<file path="src/sv/ctd_pkg.sv">
// Shared types and constants for the chunked transfer decoder.
`timescale 1ns / 1ps

package ctd_pkg;

    localparam int LEN_BITS = 32;

    localparam logic [7:0] CH_CR   = 8'h0D;
    localparam logic [7:0] CH_LF   = 8'h0A;
    localparam logic [7:0] CH_SEMI = 8'h3B;
    localparam logic [7:0] CH_SPACE = 8'h20;

    typedef enum logic [2:0] {
        ERR_LEN_CHAR   = 3'd0,
        ERR_EXT_CHAR   = 3'd1,
        ERR_LEN_NO_LF  = 3'd2,
        ERR_DATA_NO_CR = 3'd3,
        ERR_DATA_NO_LF = 3'd4,
        ERR_OVERFLOW   = 3'd5,
        ERR_TRUNCATED  = 3'd6
    } t_err_code;

    typedef struct packed {
        logic      consumed;
        logic      body_valid;
        logic [7:0] body_byte;
        logic      body_finished;
        logic      error_valid;
        t_err_code error_code;
    } t_result;

    typedef struct packed {
        logic       ok;
        logic [3:0] value;
    } t_hex;

    // ASCII hex digit decode
    function automatic t_hex hex_decode(input logic [7:0] c);
        t_hex h;
        h.ok    = 1'b1;
        h.value = 4'd0;
        if (c >= 8'h30 && c <= 8'h39) begin
            h.value = 4'(c - 8'h30);
        end else if (c >= 8'h61 && c <= 8'h66) begin
            h.value = 4'(c - 8'h57);
        end else if (c >= 8'h41 && c <= 8'h46) begin
            h.value = 4'(c - 8'h37);
        end else begin
            h.ok = 1'b0;
        end
        return h;
    endfunction

endpackage

</file>
<file path="src/sv/chunked_transfer_decoder_core.sv">
// Chunked transfer decoder: byte-at-a-time parser of an HTTP chunked body.
//
// Input channel (i_valid / o_ready) carries one transfer per byte event:
// i_action = 0 for a data byte on i_data_byte, 1 for the end-of-stream
// finish event. Output channel (o_valid / i_ready) returns exactly one
// result per input transfer: consumed flag, decoded payload byte, body
// finished, and error report.
// Two register stages: the input register holds the accepted transfer, the
// parse state and result are updated from it into the output register.
// o_valid rises once the output register is loaded from the input register;
// throughput is one transfer per cycle while the receiver does not stall,
// limited only by the single parse-state update.
// When the receiver stalls, the output register holds its result and the
// input register can still take one more transfer; o_ready then drops
// until the output is taken.
// Reset (i_rst_n low, synchronous) empties both stages and returns the
// parser to the chunk length phase with a zero length. After an error or
// the end of the trailer the parser stays stopped until reset.
`timescale 1ns / 1ps

module chunked_transfer_decoder_core (
    input  logic       i_clk,
    input  logic       i_rst_n,
    input  logic       i_valid,
    output logic       o_ready,
    input  logic       i_action,
    input  logic [7:0] i_data_byte,
    output logic       o_valid,
    input  logic       i_ready,
    output logic       o_consumed,
    output logic       o_body_valid,
    output logic [7:0] o_body_byte,
    output logic       o_body_finished,
    output logic       o_error_valid,
    output logic [2:0] o_error_code
);

    typedef enum logic [7:0] {
        PH_LEN     = 8'b0000_0001,
        PH_EXT     = 8'b0000_0010,
        PH_LEN_LF  = 8'b0000_0100,
        PH_DATA    = 8'b0000_1000,
        PH_DATA_CR = 8'b0001_0000,
        PH_DATA_LF = 8'b0010_0000,
        PH_TRAILER = 8'b0100_0000,
        PH_DONE    = 8'b1000_0000
    } t_phase;

    logic                          r_in_valid;
    logic                          r_action;
    logic [7:0]                    r_byte;
    logic                          r_out_valid;
    ctd_pkg::t_result              r_out;
    t_phase                        r_phase;
    logic [ctd_pkg::LEN_BITS-1:0]  r_len;
    logic                          r_tr_started;
    logic                          r_tr_cr;

    t_phase                        n_phase;
    logic [ctd_pkg::LEN_BITS-1:0]  n_len;
    logic                          n_tr_started;
    logic                          n_tr_cr;
    ctd_pkg::t_result              n_out;

    logic                          advance;
    ctd_pkg::t_hex                 hex;
    logic [ctd_pkg::LEN_BITS-1:0]  len_dec;

    assign advance = r_in_valid && (!r_out_valid || i_ready);
    assign o_ready = !r_in_valid || advance;
    assign hex     = ctd_pkg::hex_decode(r_byte);
    assign len_dec = r_len - ctd_pkg::LEN_BITS'(1);

    always_comb begin
        n_phase      = r_phase;
        n_len        = r_len;
        n_tr_started = r_tr_started;
        n_tr_cr      = r_tr_cr;
        n_out        = '0;
        n_out.error_code = ctd_pkg::ERR_LEN_CHAR;
        if (r_action) begin
            if (r_phase != PH_DONE) begin
                n_out.error_valid = 1'b1;
                n_out.error_code  = ctd_pkg::ERR_TRUNCATED;
                n_phase           = PH_DONE;
            end
        end else if (r_phase != PH_DONE) begin
            n_out.consumed = 1'b1;
            case (r_phase)
                PH_LEN: begin
                    if (hex.ok) begin
                        if (r_len[ctd_pkg::LEN_BITS-1 -: 4] != 4'd0) begin
                            n_out.error_valid = 1'b1;
                            n_out.error_code  = ctd_pkg::ERR_OVERFLOW;
                        end else begin
                            n_len = {r_len[ctd_pkg::LEN_BITS-5:0], hex.value};
                        end
                    end else if (r_byte == ctd_pkg::CH_CR) begin
                        n_phase = PH_LEN_LF;
                    end else if (r_byte == ctd_pkg::CH_SEMI) begin
                        n_phase = PH_EXT;
                    end else begin
                        n_out.error_valid = 1'b1;
                        n_out.error_code  = ctd_pkg::ERR_LEN_CHAR;
                    end
                end
                PH_EXT: begin
                    if (r_byte == ctd_pkg::CH_CR) begin
                        n_phase = PH_LEN_LF;
                    end else if (r_byte < ctd_pkg::CH_SPACE || r_byte[7]) begin
                        n_out.error_valid = 1'b1;
                        n_out.error_code  = ctd_pkg::ERR_EXT_CHAR;
                    end
                end
                PH_LEN_LF: begin
                    if (r_byte == ctd_pkg::CH_LF) begin
                        if (r_len == '0) begin
                            n_phase      = PH_TRAILER;
                            n_tr_started = 1'b0;
                            n_tr_cr      = 1'b0;
                        end else begin
                            n_phase = PH_DATA;
                        end
                    end else begin
                        n_out.error_valid = 1'b1;
                        n_out.error_code  = ctd_pkg::ERR_LEN_NO_LF;
                    end
                end
                PH_DATA: begin
                    n_out.body_valid = 1'b1;
                    n_out.body_byte  = r_byte;
                    n_len            = len_dec;
                    if (len_dec == '0) begin
                        n_phase = PH_DATA_CR;
                    end
                end
                PH_DATA_CR: begin
                    if (r_byte == ctd_pkg::CH_CR) begin
                        n_phase = PH_DATA_LF;
                    end else begin
                        n_out.error_valid = 1'b1;
                        n_out.error_code  = ctd_pkg::ERR_DATA_NO_CR;
                    end
                end
                PH_DATA_LF: begin
                    if (r_byte == ctd_pkg::CH_LF) begin
                        n_phase = PH_LEN;
                        n_len   = '0;
                    end else begin
                        n_out.error_valid = 1'b1;
                        n_out.error_code  = ctd_pkg::ERR_DATA_NO_LF;
                    end
                end
                PH_TRAILER: begin
                    if (r_byte == ctd_pkg::CH_LF && r_tr_cr) begin
                        // CR LF on an empty line ends the body
                        if (!r_tr_started) begin
                            n_out.body_finished = 1'b1;
                            n_phase             = PH_DONE;
                        end
                        n_tr_started = 1'b0;
                        n_tr_cr      = 1'b0;
                    end else if (r_byte == ctd_pkg::CH_CR) begin
                        if (r_tr_cr) begin
                            n_tr_started = 1'b1;
                        end
                        n_tr_cr = 1'b1;
                    end else begin
                        n_tr_started = 1'b1;
                        n_tr_cr      = 1'b0;
                    end
                end
                default: begin
                end
            endcase
            if (n_out.error_valid) begin
                n_out.consumed = 1'b0;
                n_phase        = PH_DONE;
            end
        end
    end

    always_ff @(posedge i_clk) begin
        if (!i_rst_n) begin
            r_in_valid   <= 1'b0;
            r_out_valid  <= 1'b0;
            r_phase      <= PH_LEN;
            r_len        <= '0;
            r_tr_started <= 1'b0;
            r_tr_cr      <= 1'b0;
        end else begin
            if (i_valid && o_ready) begin
                r_in_valid <= 1'b1;
            end else if (advance) begin
                r_in_valid <= 1'b0;
            end
            if (advance) begin
                r_out_valid  <= 1'b1;
                r_phase      <= n_phase;
                r_len        <= n_len;
                r_tr_started <= n_tr_started;
                r_tr_cr      <= n_tr_cr;
            end else if (i_ready) begin
                r_out_valid <= 1'b0;
            end
        end
    end

    always_ff @(posedge i_clk) begin
        if (i_valid && o_ready) begin
            r_action <= i_action;
            r_byte   <= i_data_byte;
        end
        if (advance) begin
            r_out <= n_out;
        end
    end

    assign o_valid         = r_out_valid;
    assign o_consumed      = r_out.consumed;
    assign o_body_valid    = r_out.body_valid;
    assign o_body_byte     = r_out.body_byte;
    assign o_body_finished = r_out.body_finished;
    assign o_error_valid   = r_out.error_valid;
    assign o_error_code    = r_out.error_code;

    // data phase is only ever entered or held with bytes still owed
    assert property (@(posedge i_clk) disable iff (!i_rst_n)
        (r_phase == PH_DATA) |-> (r_len != '0))
        else $error("data phase with zero length left");

    // a reported error or finished body leaves the parser stopped
    assert property (@(posedge i_clk) disable iff (!i_rst_n)
        (r_out_valid && (r_out.error_valid || r_out.body_finished)) |-> (r_phase == PH_DONE))
        else $error("parser not stopped after error or finish");

    // an error byte is never reported as consumed
    assert property (@(posedge i_clk) disable iff (!i_rst_n)
        (r_out_valid && r_out.error_valid) |-> !r_out.consumed)
        else $error("error byte marked consumed");

    // payload bytes only come from consumed data transfers
    assert property (@(posedge i_clk) disable iff (!i_rst_n)
        (r_out_valid && r_out.body_valid) |-> (r_out.consumed && !r_out.error_valid))
        else $error("payload byte without consume");

    // once stopped, the parser never resumes
    assert property (@(posedge i_clk) disable iff (!i_rst_n)
        ($past(r_phase) == PH_DONE && $past(i_rst_n)) |-> (r_phase == PH_DONE))
        else $error("parser left stopped state");

endmodule

</file>
<file path="config.mk">
export PLATFORM = sky130hd
export DESIGN_NAME = chunked_transfer_decoder_core
export DESIGN_NICKNAME = d
export VERILOG_FILES = /design/src/sv/ctd_pkg.sv /design/src/sv/chunked_transfer_decoder_core.sv
export SDC_FILE = /design/constraint.sdc
export NUM_CORES = 1
export LEC_CHECK = 0
export BUFFER_PORTS_ARGS = -buffer_cell sky130_fd_sc_hd__clkbuf_2
export CELL_PAD_IN_SITES_DETAIL_PLACEMENT = 1
export CELL_PAD_IN_SITES_GLOBAL_PLACEMENT = 2
export CORE_ASPECT_RATIO = 0.75
export CORE_MARGIN = 4
export CORE_UTILIZATION = 40
export DETAILED_ROUTE_END_ITERATION = 7
export HOLD_SLACK_MARGIN = 0.15
export PLACE_DENSITY = 0.87
export SETUP_SLACK_MARGIN = 0.5
export SLEW_MARGIN = 40
export SYNTH_ARGS = -nofsm -noshare
export SYNTH_HDL_FRONTEND = slang
export SYNTH_SLANG_ARGS = --single-unit
</file>
<file path="constraint.sdc">
create_clock -name i_clk -period 5.5 [get_ports i_clk]
set_input_delay 0.55 -clock i_clk [delete_from_list [all_inputs] [get_ports i_clk]]
set_output_delay 0.55 -clock i_clk [all_outputs]
set_load 0.02 [all_outputs]
</file>
==> flow_summary_export.csv <==
group,metric,value,unit
cts,path_clk_slew,0.06,ns
cts,cts_buffer_depth,2,
power_and_ir_drop,p_int,937,uW
die,die-area,0.0132,mm^2
critical_path,crit_fanout,14,
synth,yosys.area_share.simple,32.8,%
sta,maxSlewViolCount,0,
synth,ys_top_cells_by_area,"dfxtp_1 (19%), edfxtp_1 (16%), nor2_1 (4.6%)",
synth,netlist_area,0.00456,mm^2
critical_path,reg2reg_from,"r_byte[6]",
sta,fin_crit_sh,63.0,%
worst_hold_path,worstHoldPathType,"in2reg",
die,ios,30,
layout,seq_area,0.00160,mm^2
routing,ant_nets,0,
layout,final_common_cell,"nor2_1",
layout,syn2layout_area_growth,11.0,%
sta,rsz0062_at_grt,"false",
critical_path,worstSetupStartpointType,"flop",
place,place_inst,675,
power_and_ir_drop,p_leak,1.83,nW
place,numPortBuffers,29,
critical_path,worst-setup-path-type,"reg2reg",
die,rows,33,
synth,ys.flop_type,"dfxtp_1",
routing,drtIter0Drc,386,
critical_path,crit_path_start,"r_byte[6]",
cts,cts_sinks,68,
power_and_ir_drop,ir_drop,0.153,mV
die,die_w,131,um
synth,yosysWarnings,0,
power_and_ir_drop,power_frac_comb,10.0,%
layout,layout.cells.non_filler,691,
cts,h-tree-depth,3,
routing,wl_per_cell,21.2,um
sta,fmax,288,MHz
synth,netlist-cell-type-count,77,
grt,grt_pass1_wl,24.3,mm
synth,async_flop_share,0,%
sta,finClkSkew,0.00891,ns
cts,numCtsBuffers,9,
synth,synth-adder-area-share,1.65,%
sta,worst_pin_slew,0.739,ns
synth,ys_seq_area_share,35.2,%
layout,nNetsFinal,565,
cts,cts_resized,0,
synth,yosysTopAreaCell,"dfxtp_1",
power_and_ir_drop,switching_share,27.6,%
routing,drc_errors,0,
grt,grt_max_degree,49,
routing,drt_first_pass_iters,5,
layout,antenna_cells,0,
synth,synth_compound_area_share,20.9,%
cts,cts-root-buf,"clkbuf_16",
die,dieHeight,100,um
critical_path,crit_arrival,3.75,ns
power_and_ir_drop,powerDensity,256,mW/mm^2
sta,finalSetupViolations,0,
sta,fin_crit,3.47,ns
sta,tns,0,ns
power_and_ir_drop,power_frac_clock,47.7,%
critical_path,crit_path_end_kind,"flop",
synth,synth_fp_nets,564,
grt,grt_pass1_vias,4423,
grt,antenna_found_initial,0,
synth,syn_inst,545,
layout,final_cell_mix,"nor2_1 (56), dfxtp_1 (44), nand2_1 (33)",
routing,wirelength,14.6,mm
worst_hold_path,min_from,"i_data_byte[5]",
cts,cts_hold_buf,0,
layout,nFillCells,1336,
flow_run,maxCapViolCount,0,
synth,synth_top_area_share,19.3,%
synth,yosys_register_bits,68,
cts,tritoncts,"yes",
routing,vias,4402,
place,gp_congestion,0.824,
cts,clock_latency,0.35,ns
power_and_ir_drop,p_switching,358,uW
sta,hold_violations,0,
routing,via_per_inst,6.37,
synth,synth_edf_count,24,
run_status,status,"complete, no violations",
cts,post_cts.repair.setup_buffers,0,
synth,yosys.area_share.xor_xnor,3.46,%
grt,grt_remaining_overflow,0,
synth,syn_avg_cell_area,8.36,um^2
power_and_ir_drop,seqPwrFrac,42.3,%
layout,drive_gt1_share,13.4,%
grt,grt_usage,23.1,%
sta,slew_headroom,50.7,%
layout,multiInputGateArea,0.00276,mm^2
synth,synth_mux_area_share,1.10,%
die,core_area,0.0110,mm^2
place,dp_hpwl,10.3,mm
critical_path,worstPathRequired,5.78,ns
die,start_util,41.3,%
synth,synth_top_family_by_area,"simple AND/OR/NAND/NOR gates",
[worst max-delay path, cell delays in order (launching register included)]
cell and delay [ns]:
edfxtp_1 0.45, nor4bb_1 0.52, a21boi_1 0.63, o211ai_1 0.26, o2111a_1 0.26, a211o_1 0.51, nor4_1 0.51, o221a_1 0.26
[state kept, by name, indices dropped and copies added (netlist names)]
name,cells
r_len,32
r_phase,8
o_body_byte,8
r_tr_started,1
o_error_code,3
r_in_valid,1
r_tr_cr,1
r_action,1
o_body_valid,1
o_consumed,1
o_error_valid,1
o_body_finished,1
o_valid,1
r_byte,8
[through the flow]
stage,util [%],power (mW),cell area (um^2),hold WS [ns],worst slack [ns]
after floorplan,-,0.646,4560,0.458,2.89
final,45.9,1.29,5060,0.378,2.03
after global routing,45.9,1.35,5060,0.367,1.77
after detailed placement,43.0,0.686,4750,0.499,2.24
after CTS,45.8,1.30,5050,0.369,2.04
after global placement,42.9,0.680,4730,0.479,2.16
[power by group through the flow]
| stage | logic, mW | registers (mW) | clock network, mW |
|---|---|---|---|
| floorplan | 0.0893 | 0.557 | 0 |
| detailed placement | 0.127 | 0.559 | 0 |
| finish | 0.129 | 0.548 | 0.618 |
| global placement | 0.123 | 0.557 | 0 |
| global route | 0.142 | 0.550 | 0.656 |
| CTS | 0.128 | 0.547 | 0.629 |
[cell type report]
class                           instances  area share, %
Clock buffer                            9           4.45
Clock inverter                          7           1.61
Timing Repair Buffer                   33           3.51
Tap cell                              140           3.46
Multi-Input combinational cell        423           54.5
Sequential cell                        68           31.7
Inverter                               11          0.816
[cells in the mapped netlist, types with 10 or more instances]
cell type,instances
clkbuf_1,31
buf_2,11
nor3_1,21
nor3b_1,13
edfxtp_1,24
nor4_1,15
nor2b_1,11
inv_1,10
nand3_1,20
a21oi_1,27
dfxtp_1,44
xor2_1,10
nand2_1,34
o21ai_0,30
and2_1,21
nor2_1,56
[cell families (layout without fill, tap and decap cells)]
family,count (synthesis),count (layout)
muxes,5,5
buffers and inverters,54,60
AOI/OAI and AO/OA,139,139
adders and majority gates,6,6
DFF,68,68
and+or+nand+nor,255,255
xor gates and xnor gates,18,18
[routing by layer]
| layer | track usage [%] | routed length (um) | vias to the layer above | part of all wire, % |
|---|---|---|---|---|
| li1 | - | - | 2060 | - |
| met1 | 33.5 | 7280 | 2210 | 50 |
| met2 | 35.2 | 6330 | 115 | 43 |
| met3 | 4.76 | 847 | 17 | 5.8 |
| met4 | 6.05 | 163 | 0 | 1.1 |
| met5 | 0 | 0 | - | 0 |
[worst paths after layout]
check / to / slack, ns / cells after the start
min reg2reg: r_tr_cr / 0.51 / 2
max: r_phase[4] / 2.03 / 7
min: r_byte[5] / 0.38 / 1
max reg2reg: r_phase[4] / 2.03 / 7
Power figures use the tool's default switching activity.
